## src/rtl/core/cmf_pkg.sv

```systemverilog
`default_nettype none
// ----------------------------------------------------------------------------
// cmf_pkg
// shared constants and types of the cross median filter
// ----------------------------------------------------------------------------
package cmf_pkg;

  localparam int MAX_WIDTH_DEF = 1024;
  localparam int WIDTH_RESET   = 640;
  localparam int CFG_W         = 11;
  localparam int PIX_W         = 8;
  localparam int SEEN_W        = 13;
  localparam logic [SEEN_W-1:0] SEEN_MAX = '1;

  localparam logic ACT_PUSH  = 1'b0;
  localparam logic ACT_FLUSH = 1'b1;

  // neighbour selection and marker that travel with one item
  typedef struct packed {
    logic left_ok;
    logic right_ok;
    logic up_ok;
    logic down_ok;
    logic frame_done;
  } cmf_tag_t;

endpackage
`default_nettype wire

```

## src/rtl/core/cmf_ctrl.sv

```systemverilog
`default_nettype none
// ----------------------------------------------------------------------------
// cmf_ctrl
// stride register, frame counters and line store address generation
// ----------------------------------------------------------------------------
module cmf_ctrl #(
  parameter int MAX_WIDTH = cmf_pkg::MAX_WIDTH_DEF,
  parameter int AW        = $clog2(6 * MAX_WIDTH + 1)
) (
  input  wire logic                     clk,
  input  wire logic                     rst_n,
  input  wire logic                     cfg_we,
  input  wire logic [cmf_pkg::CFG_W-1:0] cfg_data,
  input  wire logic                     in_acc,
  input  wire logic                     in_action,
  input  wire logic                     in_frame_start,
  output logic                          we,
  output logic [AW-1:0]                 wa,
  output logic                          rd_en,
  output logic [AW-1:0]                 ca,
  output logic [AW-1:0]                 ra,
  output logic [AW-1:0]                 ua,
  output logic [AW-1:0]                 da,
  output cmf_pkg::cmf_tag_t             tag
);
  import cmf_pkg::*;

  localparam int STRIDE_MAX = 3 * MAX_WIDTH;
  localparam int DEPTH      = 6 * MAX_WIDTH + 1;
  localparam int SW         = $clog2(STRIDE_MAX + 1);
  localparam int PW         = $clog2(STRIDE_MAX + 2);
  localparam int WW         = $clog2(MAX_WIDTH + 1);
  localparam int CW         = ((PW > SEEN_W) ? PW : SEEN_W) + 1;
  localparam int RST_W      = (WIDTH_RESET > MAX_WIDTH) ? MAX_WIDTH : WIDTH_RESET;
  localparam logic [SW-1:0] STRIDE_RESET = SW'(3 * RST_W);
  localparam logic [AW:0]   DEPTH_X      = (AW + 1)'(DEPTH);
  localparam logic [AW-1:0] LAST_ADDR    = AW'(DEPTH - 1);

  logic [SW-1:0]     stride_r, stride_nxt;
  logic [SEEN_W-1:0] seen_r, seen_nxt;
  logic [PW-1:0]     pend_r, pend_nxt;
  logic [AW-1:0]     wp_r, wp_nxt;

  logic [WW-1:0]     w_c;
  logic              push;
  logic [SEEN_W-1:0] seen0, cur_seen;
  logic [PW-1:0]     pend0, cur_pend, off;
  logic              emit;
  logic [AW-1:0]     wp_inc, wp_dec, base;
  logic [CW-1:0]     pos;
  logic              pos_neg;
  logic [AW-1:0]     off_a, s_a;

  function automatic logic [AW-1:0] wrap_sub(input logic [AW-1:0] b,
                                             input logic [AW-1:0] k);
    logic [AW:0] d;
    d = {1'b0, b} - {1'b0, k};
    if (d[AW]) begin
      wrap_sub = AW'(d + DEPTH_X);
    end else begin
      wrap_sub = d[AW-1:0];
    end
  endfunction

  // clamp the width and form the stride
  always_comb begin
    if (cfg_data == '0) begin
      w_c = WW'(1);
    end else if (int'(cfg_data) > MAX_WIDTH) begin
      w_c = WW'(MAX_WIDTH);
    end else begin
      w_c = WW'(cfg_data);
    end
    stride_nxt = cfg_we ? (SW'({w_c, 1'b0}) + SW'(w_c)) : stride_r;
  end

  always_comb begin
    push    = (in_action == ACT_PUSH);
    seen0   = (push && in_frame_start) ? '0 : seen_r;
    pend0   = (push && in_frame_start) ? '0 : pend_r;
    wp_inc  = (wp_r == LAST_ADDR) ? '0 : wp_r + AW'(1);
    wp_dec  = (wp_r == '0) ? LAST_ADDR : wp_r - AW'(1);

    if (push) begin
      cur_seen = (seen0 == SEEN_MAX) ? seen0 : seen0 + SEEN_W'(1);
      cur_pend = pend0 + PW'(1);
      emit     = (cur_pend > PW'(stride_r));
      base     = wp_r;
    end else begin
      cur_seen = seen_r;
      cur_pend = pend_r;
      emit     = (pend_r != '0);
      base     = wp_dec;
    end

    off     = cur_pend - PW'(1);
    pos     = CW'(cur_seen) - CW'(cur_pend);
    pos_neg = pos[CW-1];
    off_a   = AW'(off);
    s_a     = AW'(stride_r);

    tag.left_ok    = pos_neg || (pos >= CW'(3));
    tag.up_ok      = pos_neg || (pos >= CW'(stride_r));
    tag.right_ok   = (off >= PW'(3));
    tag.down_ok    = (off >= PW'(stride_r));
    tag.frame_done = !push && (pend_r == PW'(1));

    ca = wrap_sub(base, off_a);
    ra = wrap_sub(base, off_a - AW'(3));
    ua = wrap_sub(base, off_a + s_a);
    da = wrap_sub(base, off_a - s_a);

    we    = in_acc && push;
    wa    = wp_r;
    rd_en = in_acc && emit;

    seen_nxt = in_acc ? cur_seen : seen_r;
    wp_nxt   = (in_acc && push) ? wp_inc : wp_r;
    if (in_acc) begin
      pend_nxt = emit ? cur_pend - PW'(1) : cur_pend;
    end else begin
      pend_nxt = pend_r;
    end
  end

  always_ff @(posedge clk) begin
    if (!rst_n) begin
      stride_r <= STRIDE_RESET;
      seen_r   <= '0;
      pend_r   <= '0;
      wp_r     <= '0;
    end else begin
      stride_r <= stride_nxt;
      seen_r   <= seen_nxt;
      pend_r   <= pend_nxt;
      wp_r     <= wp_nxt;
    end
  end

endmodule
`default_nettype wire

```

## config.mk

```make
export PLATFORM = sky130hd
export DESIGN_NAME = cmf_ctrl
export DESIGN_NICKNAME = d
export VERILOG_FILES = /design/src/rtl/core/cmf_pkg.sv /design/src/rtl/core/cmf_ctrl.sv
export SDC_FILE = /design/constraint.sdc
export NUM_CORES = 1
export LEC_CHECK = 0
export BUFFER_PORTS_ARGS = -buffer_cell sky130_fd_sc_hd__buf_2
export CAP_MARGIN = 10
export CORE_MARGIN = 2
export CORE_UTILIZATION = 50
export DETAILED_ROUTE_END_ITERATION = 8
export PLACE_DENSITY = 0.72
export SLEW_MARGIN = 20
export SYNTH_ARGS = -nofsm -noshare
export SYNTH_HDL_FRONTEND = slang
export SYNTH_SLANG_ARGS = --single-unit
```

## constraint.sdc

```tcl
create_clock -name clk -period 7.2 [get_ports clk]
set_input_delay 1.08 -clock clk [delete_from_list [all_inputs] [get_ports clk]]
set_output_delay 1.08 -clock clk [all_outputs]
set_load 0.01 [all_outputs]
```

==> results.json <==
{
  "grt_start_max_net_pins": 30,
  "cell_internal_pwr_mw": 1.80,
  "avgRoutedWirePerCell_um": 16.8,
  "leakage_nw": 4.87,
  "grt_first_pass_wirelength_mm": 43.0,
  "synth_top_flop_cell": "dfxtp_1",
  "final-max-slew-violation-count": 0,
  "gpl.final_weighted_congestion": 0.930,
  "wl_mm": 26.8,
  "cts_max_path_buffers": 2,
  "worst_reg_to_reg_setup_slack_ns": 3.19,
  "cts_max_level": 2,
  "outcome": "completed",
  "worst_pin_slew_ns": 0.813,
  "antenna_violations_before_repair": 0,
  "std_cell_rows": 50,
  "detailed_place_hpwl_mm": 21.8,
  "postSynth.asyncResetShare_pct": 0,
  "buffer_ports.inserted": 88,
  "fin_worst_skew_ns": 0.00671,
  "r2r-start": "pend_r[0]",
  "core_region_area_mm2": 0.0186,
  "power.combinational.fraction_pct": 83.4,
  "max_cap_violations": 0,
  "synth_enable_flop_cells": 0,
  "cts-buffers-inserted": 5,
  "min_period_over_period_pct": 96.6,
  "path_clk_slew_ns": 0.07,
  "worst_min_delay_path_class": "flip-flop to flip-flop",
  "p_sw_mw": 1.82,
  "tritoncts": "done",
  "postRouteAntennaNets": 0,
  "r2r_cells": 18,
  "crit_type": "primary input to output port",
  "syn_area_mm2": 0.00943,
  "crit_path_required_time_ns": 6.12,
  "share_seq_of_total_power_pct": 8.8,
  "worst_path_maximum_fanout": 7,
  "die_x_um": 141,
  "synth_nets": 1402,
  "achievable-frequency_mhz": 144,
  "endpoint": "ua[12]",
  "setup_crit_start": "in_action",
  "synth.yosys.warnings": 0,
  "post_synth_inst_count": 1255,
  "synth.avg_cell_area_um2": 7.51,
  "vdd_ir_drop_max_v": 0.000151,
  "drtIter0Drc": 618,
  "globalRouteTotalUtil_pct": 26.4,
  "insertion_delay_ns": 0.30,
  "layout-area-overhead-vs-synth_pct": 14.1,
  "num-nets-final": 1506,
  "start_util_pct": 50.7,
  "fill_cells": 1724,
  "overflow": 0,
  "crit-reg2reg-capture": "pend_r[8]",
  "cts_root_buffer": "clkbuf_16",
  "finalCoreUtilization_pct": 57.9,
  "hold_violations": 0,
  "min_period_ns": 6.95,
  "slew_headroom_pct": 45.6,
  "timing.final.setup_violations": 0,
  "die-height_um": 141,
  "dr_total_vias": 9083,
  "power.density_cell_area_mw_per_mm2": 336,
  "grt_pass1_vias": 8387,
  "crit_path_end_kind": "output port",
  "via_per_inst": 5.70,
  "post_route_cells_drive_above_1_share_pct": 17.1,
  "setup_total_negative_slack_ns": 0,
  "netlist_cell_types": 89,
  "share_clk_of_total_power_pct": 7.8,
  "floorplan.die_area_mm2": 0.0200,
  "timing.critical_path.from_type": "primary input",
  "antenna_diodes": 0,
  "clkSinkCount": 50,
  "drc": 0,
  "switching_share_pct": 50.2,
  "drt_first_pass_iters": 5,
  "top_level_ports": 89,
  "yosys_register_bits": 50,
  "crit_arrival_ns": 5.87,
  "seq_area_frac_synth_pct": 10.6
}
==> cell type report <==
| cell class | instances | area (um^2) | share of cell area (%) |
|---|---|---|---|
| multi-input cells | 1061 | 8050 | 74.8 |
| flip-flops and latches | 50 | 1000 | 9.31 |
| repair buffers | 146 | 887 | 8.25 |
| well taps | 234 | 293 | 2.72 |
| inverters | 95 | 357 | 3.32 |
| clock buffers | 5 | 125 | 1.16 |
| clock inverters | 3 | 43.8 | 0.407 |
==> cell usage in the layout (no fill, tap or decap), types with 20 or more instances in the layout <==
master / n
nor2_1: 130
ha_1: 110
xnor2_1: 103
inv_1: 92
nand2_1: 90
buf_2: 88
a21oi_1: 71
xor2_1: 60
buf_4: 55
dfxtp_1: 50
o21ai_0: 44
nand3_1: 32
a21o_1: 28
nor3_1: 27
nand4_1: 25
mux2i_1: 24
nor2b_1: 22
nand2b_1: 21
and3_1: 20
==> power groups by stage <==
stage | clock network [mW] | logic (mW) | registers [mW]
floorplan | 0 | 2.11 | 0.308
global placement | 0 | 2.85 | 0.323
detailed placement | 0 | 2.88 | 0.323
CTS | 0.286 | 2.90 | 0.316
global route | 0.297 | 3.33 | 0.320
finish | 0.283 | 3.01 | 0.318
==> flip-flops by register name, indices dropped and copies added, names as in the netlist <==
name,cells
seen_r,13
wa,13
pend_r,12
stride_r,12
==> worst max-delay path: stages <==
cell      delay [ns]
buf_2           0.12
nand2b_1        0.16
and2_1          0.19
ha_4            0.18
and3_1          0.23
a32oi_4         0.29
nand4_1         0.17
nor2_1          0.17
nand3_1         0.12
buf_4           0.17
xnor2_1         0.42
fa_1            0.50
inv_1           0.07
ha_1            0.23
nor2_1          0.07
a311o_1         0.38
xnor2_1         0.24
nand4_1         0.22
o31ai_2         0.36
nor2_1          0.08
o21ai_0         0.16
o311ai_1        0.11
buf_2           0.16
==> cell usage after synthesis (6+ instances only) <==
library cell,count,area share [%]
and2_1,14,0.93
nor2b_1,24,1.6
a21boi_0,7,0.56
nand2_1,91,3.6
and3_1,21,1.4
nand3_1,33,1.8
nand2b_1,21,1.4
xor2_1,61,5.7
dfxtp_1,50,11
a21o_1,28,2.2
nand4_1,25,1.7
nor4_1,11,0.73
mux2i_1,25,2.7
nor3_1,29,1.5
o211ai_1,8,0.64
o31ai_1,9,0.72
a211oi_1,8,0.64
nand3b_1,9,0.72
fa_1,18,3.8
nor2_1,132,5.3
o21ai_0,50,2.7
ha_1,112,15
buf_2,16,0.85
inv_1,93,3.7
o21a_1,10,0.80
a21oi_1,74,3.9
xnor2_1,107,9.9
buf_4,6,0.48
o21bai_1,14,1.1
or2_2,10,0.66
clkbuf_1,21,0.84
or3_1,12,0.80
==> how the worst min path moves through the flow <==
stage | startpoint | endpoint | slack (ns) | cells past startpoint
2_1_floorplan | stride_r[5] | stride_r[5] | 0.46 | 2
3_3_place_gp | stride_r[5] | stride_r[5] | 0.48 | 2
3_5_place_dp | stride_r[6] | stride_r[6] | 0.49 | 2
4_1_cts | stride_r[6] | stride_r[6] | 0.51 | 2
5_1_grt | stride_r[11] | stride_r[11] | 0.56 | 2
6_report | stride_r[6] | stride_r[6] | 0.52 | 2
==> stage by stage <==
step | cells | area, um^2 | worst slack, ns | hold slack, ns | power, mW
2_1_floorplan | 1255 | 9500 | 0.00666 | 0.460 | 2.41
3_3_place_gp | 1576 | 10300 | 0.0508 | 0.481 | 3.17
3_5_place_dp | 1576 | 10300 | -0.00412 | 0.490 | 3.20
4_1_cts | 1584 | 10500 | 0.0169 | 0.515 | 3.50
5_1_grt | 1594 | 10800 | -0.0490 | 0.561 | 3.95
6_report | 1594 | 10800 | 0.246 | 0.517 | 3.61
==> what timing repair did <==
| action | 4_1_cts | 5_1_grt |
|---|---|---|
| hold buffers | 0 | 0 |
| buffers inserted | 0 | 10 |
| endpoints found under the hold margin | 0 | 0 |
| gates resized for setup | 1 | 40 |
| pin swaps | 0 | 18 |
| endpoints found under the setup margin | 1 | 35 |
==> routing by layer <==
metal / vias to the layer above / global-route usage [%] / part of all wire, %
met3: 55 / 2.29 / 5.4
met1: 4125 / 36.8 / 46
met5: - / 0 / 0
met4: 0 / 9.11 / 3.2
li1: 4615 / - / -
met2: 288 / 43.0 / 45
==> kinds of logic after synthesis <==
group | share of synthesized area, %
muxes | 3.13
adders and majority gates | 19.2
AOI/OAI and AO/OA | 19.4
buffers and inverters | 6.50
xor gates and xnor gates | 15.6
and+or+nand+nor | 25.5
DFF | 10.6
(Power assumes the default switching activity.)
