`config.mk`:
```
export PLATFORM = sky130hd
export DESIGN_NAME = cmf_median
export DESIGN_NICKNAME = d
export VERILOG_FILES = /design/src/rtl/core/cmf_pkg.sv /design/src/rtl/core/cmf_median.sv
export SDC_FILE = /design/constraint.sdc
export NUM_CORES = 1
export LEC_CHECK = 0
export ABC_AREA = 0
export BUFFER_PORTS_ARGS = -buffer_cell sky130_fd_sc_hd__buf_4
export CAP_MARGIN = 5
export CELL_PAD_IN_SITES_DETAIL_PLACEMENT = 1
export CELL_PAD_IN_SITES_GLOBAL_PLACEMENT = 1
export CORE_ASPECT_RATIO = 0.7
export CORE_MARGIN = 4
export CORE_UTILIZATION = 42
export CTS_CLUSTER_DIAMETER = 50
export DETAILED_ROUTE_END_ITERATION = 8
export PLACE_DENSITY = 0.82
export SLEW_MARGIN = 20
export SYNTH_ARGS = -nofsm -noshare
export SYNTH_HDL_FRONTEND = slang
export SYNTH_SLANG_ARGS = --single-unit
```
`constraint.sdc`:
```
create_clock -name clk -period 14 [get_ports clk]
set_input_delay 1.4 -clock clk [delete_from_list [all_inputs] [get_ports clk]]
set_output_delay 1.4 -clock clk [all_outputs]
set_load 0.005 [all_outputs]
```
`src/rtl/core/cmf_pkg.sv`:
```
`default_nettype none
// ----------------------------------------------------------------------------
// cmf_pkg
// shared constants and types of the cross median filter
// ----------------------------------------------------------------------------
package cmf_pkg;

  localparam int MAX_WIDTH_DEF = 1024;
  localparam int WIDTH_RESET   = 640;
  localparam int CFG_W         = 11;
  localparam int PIX_W         = 8;
  localparam int SEEN_W        = 13;
  localparam logic [SEEN_W-1:0] SEEN_MAX = '1;

  localparam logic ACT_PUSH  = 1'b0;
  localparam logic ACT_FLUSH = 1'b1;

  // neighbour selection and marker that travel with one item
  typedef struct packed {
    logic left_ok;
    logic right_ok;
    logic up_ok;
    logic down_ok;
    logic frame_done;
  } cmf_tag_t;

endpackage
`default_nettype wire

```
`src/rtl/core/cmf_median.sv`:
```
`default_nettype none
// ----------------------------------------------------------------------------
// cmf_median
// left neighbour history, five input sorting network, median select and
// output register
// ----------------------------------------------------------------------------
module cmf_median (
  input  wire logic                      clk,
  input  wire logic                      rst_n,
  input  wire logic                      load,
  input  wire cmf_pkg::cmf_tag_t         tag_in,
  input  wire logic [cmf_pkg::PIX_W-1:0] c_val,
  input  wire logic [cmf_pkg::PIX_W-1:0] r_val,
  input  wire logic [cmf_pkg::PIX_W-1:0] u_val,
  input  wire logic [cmf_pkg::PIX_W-1:0] d_val,
  output logic                           ready,
  output logic                           out_valid,
  input  wire logic                      out_stall,
  output logic [cmf_pkg::PIX_W-1:0]      out_filtered_value,
  output logic                           out_frame_done
);
  import cmf_pkg::*;

  localparam int NCE = 9;
  localparam int CE_LO [NCE] = '{0, 1, 0, 1, 0, 2, 1, 3, 2};
  localparam int CE_HI [NCE] = '{3, 4, 2, 3, 1, 4, 2, 4, 3};
  localparam logic [PIX_W-1:0] PAD = '1;

  logic             s1_v_r, s1_v_nxt;
  cmf_tag_t         tag_r;
  logic [PIX_W-1:0] hist_r [3];
  logic             out_valid_r;
  logic [PIX_W-1:0] out_value_r;
  logic             out_done_r;
  logic             adv, move;

  logic [PIX_W-1:0] s [5];
  logic [PIX_W-1:0] t;
  logic [2:0]       n;
  logic [PIX_W:0]   sum_lo, sum_hi;
  logic [PIX_W-1:0] med;

  assign adv   = !out_valid_r || !out_stall;
  assign move  = s1_v_r && adv;
  assign ready = !s1_v_r || adv;

  always_comb begin
    s[0] = c_val;
    s[1] = tag_r.left_ok  ? hist_r[2] : PAD;
    s[2] = tag_r.right_ok ? r_val     : PAD;
    s[3] = tag_r.up_ok    ? u_val     : PAD;
    s[4] = tag_r.down_ok  ? d_val     : PAD;
    t    = '0;
    for (int i = 0; i < NCE; i++) begin
      if (s[CE_LO[i]] > s[CE_HI[i]]) begin
        t            = s[CE_LO[i]];
        s[CE_LO[i]]  = s[CE_HI[i]];
        s[CE_HI[i]]  = t;
      end
    end
    n = 3'd1 + 3'(tag_r.left_ok) + 3'(tag_r.right_ok) + 3'(tag_r.up_ok)
      + 3'(tag_r.down_ok);
    sum_lo = {1'b0, s[0]} + {1'b0, s[1]};
    sum_hi = {1'b0, s[1]} + {1'b0, s[2]};
    case (n)
      3'd1:    med = s[0];
      3'd2:    med = sum_lo[PIX_W:1];
      3'd3:    med = s[1];
      3'd4:    med = sum_hi[PIX_W:1];
      default: med = s[2];
    endcase
  end

  always_comb begin
    if (load) begin
      s1_v_nxt = 1'b1;
    end else if (adv) begin
      s1_v_nxt = 1'b0;
    end else begin
      s1_v_nxt = s1_v_r;
    end
  end

  always_ff @(posedge clk) begin
    if (!rst_n) begin
      s1_v_r      <= 1'b0;
      out_valid_r <= 1'b0;
    end else begin
      s1_v_r <= s1_v_nxt;
      if (move) begin
        out_valid_r <= 1'b1;
      end else if (!out_stall) begin
        out_valid_r <= 1'b0;
      end
    end
  end

  always_ff @(posedge clk) begin
    if (load) begin
      tag_r <= tag_in;
    end
    if (move) begin
      out_value_r <= med;
      out_done_r  <= tag_r.frame_done;
      hist_r[0]   <= c_val;
      hist_r[1]   <= hist_r[0];
      hist_r[2]   <= hist_r[1];
    end
  end

  assign out_valid          = out_valid_r;
  assign out_filtered_value = out_value_r;
  assign out_frame_done     = out_done_r;

endmodule
`default_nettype wire

```
==> metrics.cfg, run 1 <==
[synth]
syn_nets = 836
yosysMostFrequentCell = mux2i_1
async_flop_share = 0
synth_edf_count = 38
synth_top_area_share = 0.193
avgSynthCellArea_um2 = 8.19
synth_seq_area_share = 0.199
yosysUniqueCellTypes = 84
synth_area_leaders = edfxtp_1 (19%), ha_1 (15%), mux2i_1 (12%), a21oi_1 (4.5%), nor2_1 (4.2%)
synth-seq-cells = 40
syn-cell-area_um2 = 5920
syn_inst = 723
synth.largest_area_cell = edfxtp_1
yosys_warnings = 0
netlist_top_cells_count = mux2i_1 (73), ha_1 (70), nor2_1 (66)
ys.flop_type = edfxtp_1

[setup_path]
cp-end-kind = register
crit_path_top_delay_cell = mux2i_1
crit_fanout = 12
crit_required_ns = 14.06
crit_arrival_ns = 13.64
path_buf_inv = 8
critPathMostFrequentCell = a21o_1
crit_family = compound AO/OA/AOI/OAI gates
critPathLaunchType = input pin
crit_type = in2reg
cpPeakStageDelay_ns = 0.38

[placement]
place_area_um2 = 6740
portBuffers = 51
dp_hpwl_um = 18100
preCtsSetupSlack_ns = -0.294
gp_congestion = 0.930

[final_layout]
area_growth_pct = 22.0
diodes = 0
multi_input_area_um2 = 4670
fillers = 1684
layout.nets = 917
drive_gt1_frac = 0.220
stdcell_area_um2 = 7230
regArea_um2 = 1180

[grt]
grt_max_degree = 34
gr-usage-all-layers = 0.274
grt_overflow = 0
antenna_found_initial = 0
grt_pass1_vias = 6303
grt_first_pass_wirelength_um = 34200

[sta]
fin_skew_ns = 0.00855
finalHoldViolations = 0
hold_ws_ns = 0.428
tns_ns = 0
tightest_slew_ns = 0.920
min_period_ns = 13.58
setup_slack_ns = 0.420
timing.fmax_mhz = 73.6
relSlewSlack = 0.384
setup_viol = 0
finalCritPeriodShare = 0.970
slew_violations = 0

[floorplan]
io-pin-count = 52
die-area_um2 = 16100
num_rows = 36
die_h_um = 107
die_x_um = 150
core_um2 = 13900
floorplan.initialDensity = 0.427

[clocking]
cts_hold_buf = 0
cts_sinks = 40
numCtsBuffers = 5
cts_root_buffer = clkbuf_16
clkLatencyLatePin_ns = 0.32
clk_path_buf_depth = 2
htree_num_levels = 2
tritoncts = done
clkTransAtPathRegs_ns = 0.07

[drt]
first_iter_violations = 760
detail-route-antenna-nets = 0
firstDrtPassIters = 5
vias_per_cell = 6.38
drc = 0
num_vias = 6344
drt_wl_total_um = 23600
wl_per_cell_um = 23.7

[status]
status = complete, no violations

[job]
cap_violations = 0

[worst_hold_path]
hp-class = reg2reg

[registers in the layout (all words and copies together), names as in the netlist]
signal              count
out_filtered_value      8
s1_v_r                  1
tag_r                   5
out_valid               1
hist_r                 24
out_frame_done          1
[through the flow]
stage | std cells | utilization
6_report | 995 | 0.521
4_1_cts | 987 | 0.498
3_5_place_dp | 977 | 0.486
5_1_grt | 995 | 0.521
3_3_place_gp | 977 | 0.486
2_1_floorplan | 723 | -
[routing by layer]
metal	part of all wire	vias up	track usage	wire [µm]
li1	-	2868	-	-
met1	0.44	3118	0.377	10400
met2	0.45	318	0.434	10600
met3	0.090	40	0.0699	2110
met4	0.016	0	0.0574	383
met5	0	-	0	0
[logic make-up after synthesis]
| logic type | after synthesis | share of synthesized area |
|---|---|---|
| and+or+nand+nor | 225 | 0.195 |
| adders and majority gates | 73 | 0.156 |
| DFF | 40 | 0.199 |
| xor gates and xnor gates | 7 | 0.0103 |
| buffers and inverters | 86 | 0.0558 |
| AOI/OAI and AO/OA | 212 | 0.242 |
| muxes | 80 | 0.141 |
[layout by cell type, fill, tap and decap left out, drive strengths merged, types with 7 or more instances in the layout]
cell    Yosys  layout
nor2       67      67
inv        65      66
edfxtp     38      38
a21oi      55      55
buf         4      92
ha         70      70
nor3        7       8
a21o       23      23
o22ai       8       8
nand2      50      50
nor2b       7       7
nand3      20      20
o21ai      52      52
o21a        7       7
a211oi     11      11
nand2b     20      20
and3        8       8
mux2i      74      74
nand4      11      11
[repair_timing]
action,4_1_cts,5_1_grt
pin swaps,0,6
gates resized for setup,1,57
setup endpoints to repair,2,7
gates cloned,0,1
setup buffers,2,6
[worst paths after layout]
kind / from / end / slack (ns) / cells after the start
max: u_val[5] / out_filtered_value[7]$_DFFE_PP_ / 0.42 / 68
min: hist_r[0][14]$_DFFE_PP_ / hist_r[0][22]$_DFFE_PP_ / 0.43 / 0
max reg2reg: tag_r[2]$_DFFE_PP_ / out_filtered_value[7]$_DFFE_PP_ / 0.90 / 67
min reg2reg: hist_r[0][14]$_DFFE_PP_ / hist_r[0][22]$_DFFE_PP_ / 0.43 / 0
[cell type report]
class / instances / area share
inverter: 67 / 0.0348
tap: 190 / 0.0329
multi-input combinational: 598 / 0.647
timing repair buffer: 92 / 0.102
sequential: 40 / 0.163
clock inverter: 3 / 0.00294
clock buffer: 5 / 0.0173
Power of run 1 is not shown: default switching activity piles up to over one toggle a cycle in this logic, so the estimate is an artifact.
==> run 2, diff against run 1 <==
==> constraint.sdc (replaced) <==
create_clock -name clk -period 14 [get_ports clk]
set_input_delay 0.7 -clock clk [delete_from_list [all_inputs] [get_ports clk]]
set_output_delay 0.7 -clock clk [all_outputs]
set_load 0.005 [all_outputs]
==> run 2 against run 1 <==
  * Core utilization down 1.1 points
  * Design area down 2.1%
  * Worst hold slack worse by 0.012 ns
  * Critical endpoint unchanged
  * Final cell count down 1.6%
  * Routed wire length up 1.7%
  * Critical path type is now reg2reg
==> metrics.cfg, run 2 (synthesis gave the netlist of run 1 again) <==
[grt]
grt_first_pass_wirelength_um = 34300
grt.busiest_layer = met2
gr-usage-all-layers = 0.271
antenna_found_initial = 0
grt_max_degree = 22
grt_overflow = 0
gr-usage-met2 = 0.414
use_met1 = 0.392
met3_usage = 0.0564
grt_pass1_vias = 6221

[worst_hold_path]
hp-class = reg2reg

[job]
cap_violations = 0

[sta]
finalHoldViolations = 0
slew_violations = 0
relSlewSlack = 0.322
min_period_ns = 13.80
setup_viol = 0
finalCritPeriodShare = 0.986
tns_ns = 0
timing.fmax_mhz = 72.5
setup_slack_ns = 0.198
tightest_slew_ns = 1.01
fin_skew_ns = 0.0107

[setup_path]
crit_fanout = 12
crit_arrival_ns = 13.86
crit_path_top_delay_cell = edfxtp_1
path_buf_inv = 6
crit_type = reg2reg
cpPeakStageDelay_ns = 0.55
critPathLaunchType = register
cp-end-kind = register
crit_required_ns = 14.06
critPathMostFrequentCell = a21o_1
crit_family = compound AO/OA/AOI/OAI gates

[drt]
drc = 0
num_vias = 6361
vias_per_cell = 6.50
wl_per_cell_um = 24.5
drt_wl_total_um = 24000
detail-route-antenna-nets = 0
firstDrtPassIters = 5
first_iter_violations = 595

[placement]
dp_hpwl_um = 17700
portBuffers = 51
gp_congestion = 1.00
dp.cells = 954
preCtsSetupSlack_ns = -0.360

[clocking]
clkTransAtPathRegs_ns = 0.07
clkLatencyLatePin_ns = 0.30
cts_root_buffer = clkbuf_16
cts_sinks = 40
clk_path_buf_depth = 2
htree_num_levels = 2
numCtsBuffers = 5
tritoncts = done
cts_hold_buf = 0

[floorplan]
die_x_um = 150
die-area_um2 = 16100
core_um2 = 13900
io-pin-count = 52
floorplan.initialDensity = 0.427
num_rows = 36
die_h_um = 107

[final_layout]
largest_register_ff_count = 24
layout.nets = 902
top_register = hist_r
final_util = 0.510
fillers = 1680
final_common_cell = buf_4
instances_no_fill = 979
mostFrequentLayoutCells = buf_4 (73), ha_1 (70), inv_1 (63), nor2_1 (63), mux2i_1 (62)
area_growth_pct = 19.5
drive_gt1_frac = 0.191
diodes = 0

[status]
status = complete, no violations

[run 2: changes by cell type in the layout (fill, tap and decap cells not counted), sizes merged]
| cell | before | now |
|---|---|---|
| clkinvlp | 1 | 0 |
| buf | 92 | 78 |
| nor3 | 8 | 7 |
| inv | 66 | 65 |
| clkinv | 3 | 2 |
| bufinv | 0 | 2 |
[run 2: final cells by class]
type	count	area, µm²	area share
repair buffers	78	623	0.0880
multi-input cells	597	4600	0.650
inverters	67	251	0.0355
clock buffers	5	125	0.0177
well taps	190	238	0.0336
clock inverters	2	60.1	0.00849
flip-flops and latches	40	1180	0.167
[run 2: per-stage QoR]
step	hold WS [ns]	cell area [µm²]
after global placement	0.402	6540
after detailed placement	0.406	6570
final	0.417	7080
after global routing	0.416	7080
after floorplan	0.400	5920
after CTS	0.418	6810
[run 2: worst register-to-register path, delay by kind of cell, from the launching register on]
kind            cells  cell delay (ns)
flops               1             0.55
buf+inv             6             0.83
mux                 6             1.92
fa+ha+maj           6             1.97
simple gates       15             2.46
compound gates     29             5.84
[run 2: what timing repair did]
item                                    CTS  global route
hold endpoints to repair                  0             0
pin swaps                                 0             3
endpoints found under the setup margin    2             5
buffers inserted                          5            12
gates cloned                              0             1
resized for setup                         2            45
[run 2: routing by layer]
metal / up-vias / wire length (µm)
met3: 62 / 2300
met5: - / 0
met2: 324 / 10700
met1: 3148 / 10300
li1: 2827 / -
met4: 0 / 613
[run 2: final timing paths]
path | start | to | slack, ns | cells after the start
setup / recovery | tag_r[2]$_DFFE_PP_ | out_filtered_value[7]$_DFFE_PP_ | 0.20 | 62
hold / removal | hist_r[0][3]$_DFFE_PP_ | hist_r[0][11]$_DFFE_PP_ | 0.42 | 0
setup reg to reg | tag_r[2]$_DFFE_PP_ | out_filtered_value[7]$_DFFE_PP_ | 0.20 | 62
hold reg to reg | hist_r[0][3]$_DFFE_PP_ | hist_r[0][11]$_DFFE_PP_ | 0.42 | 0
Power of run 2 is left out for the same reason.
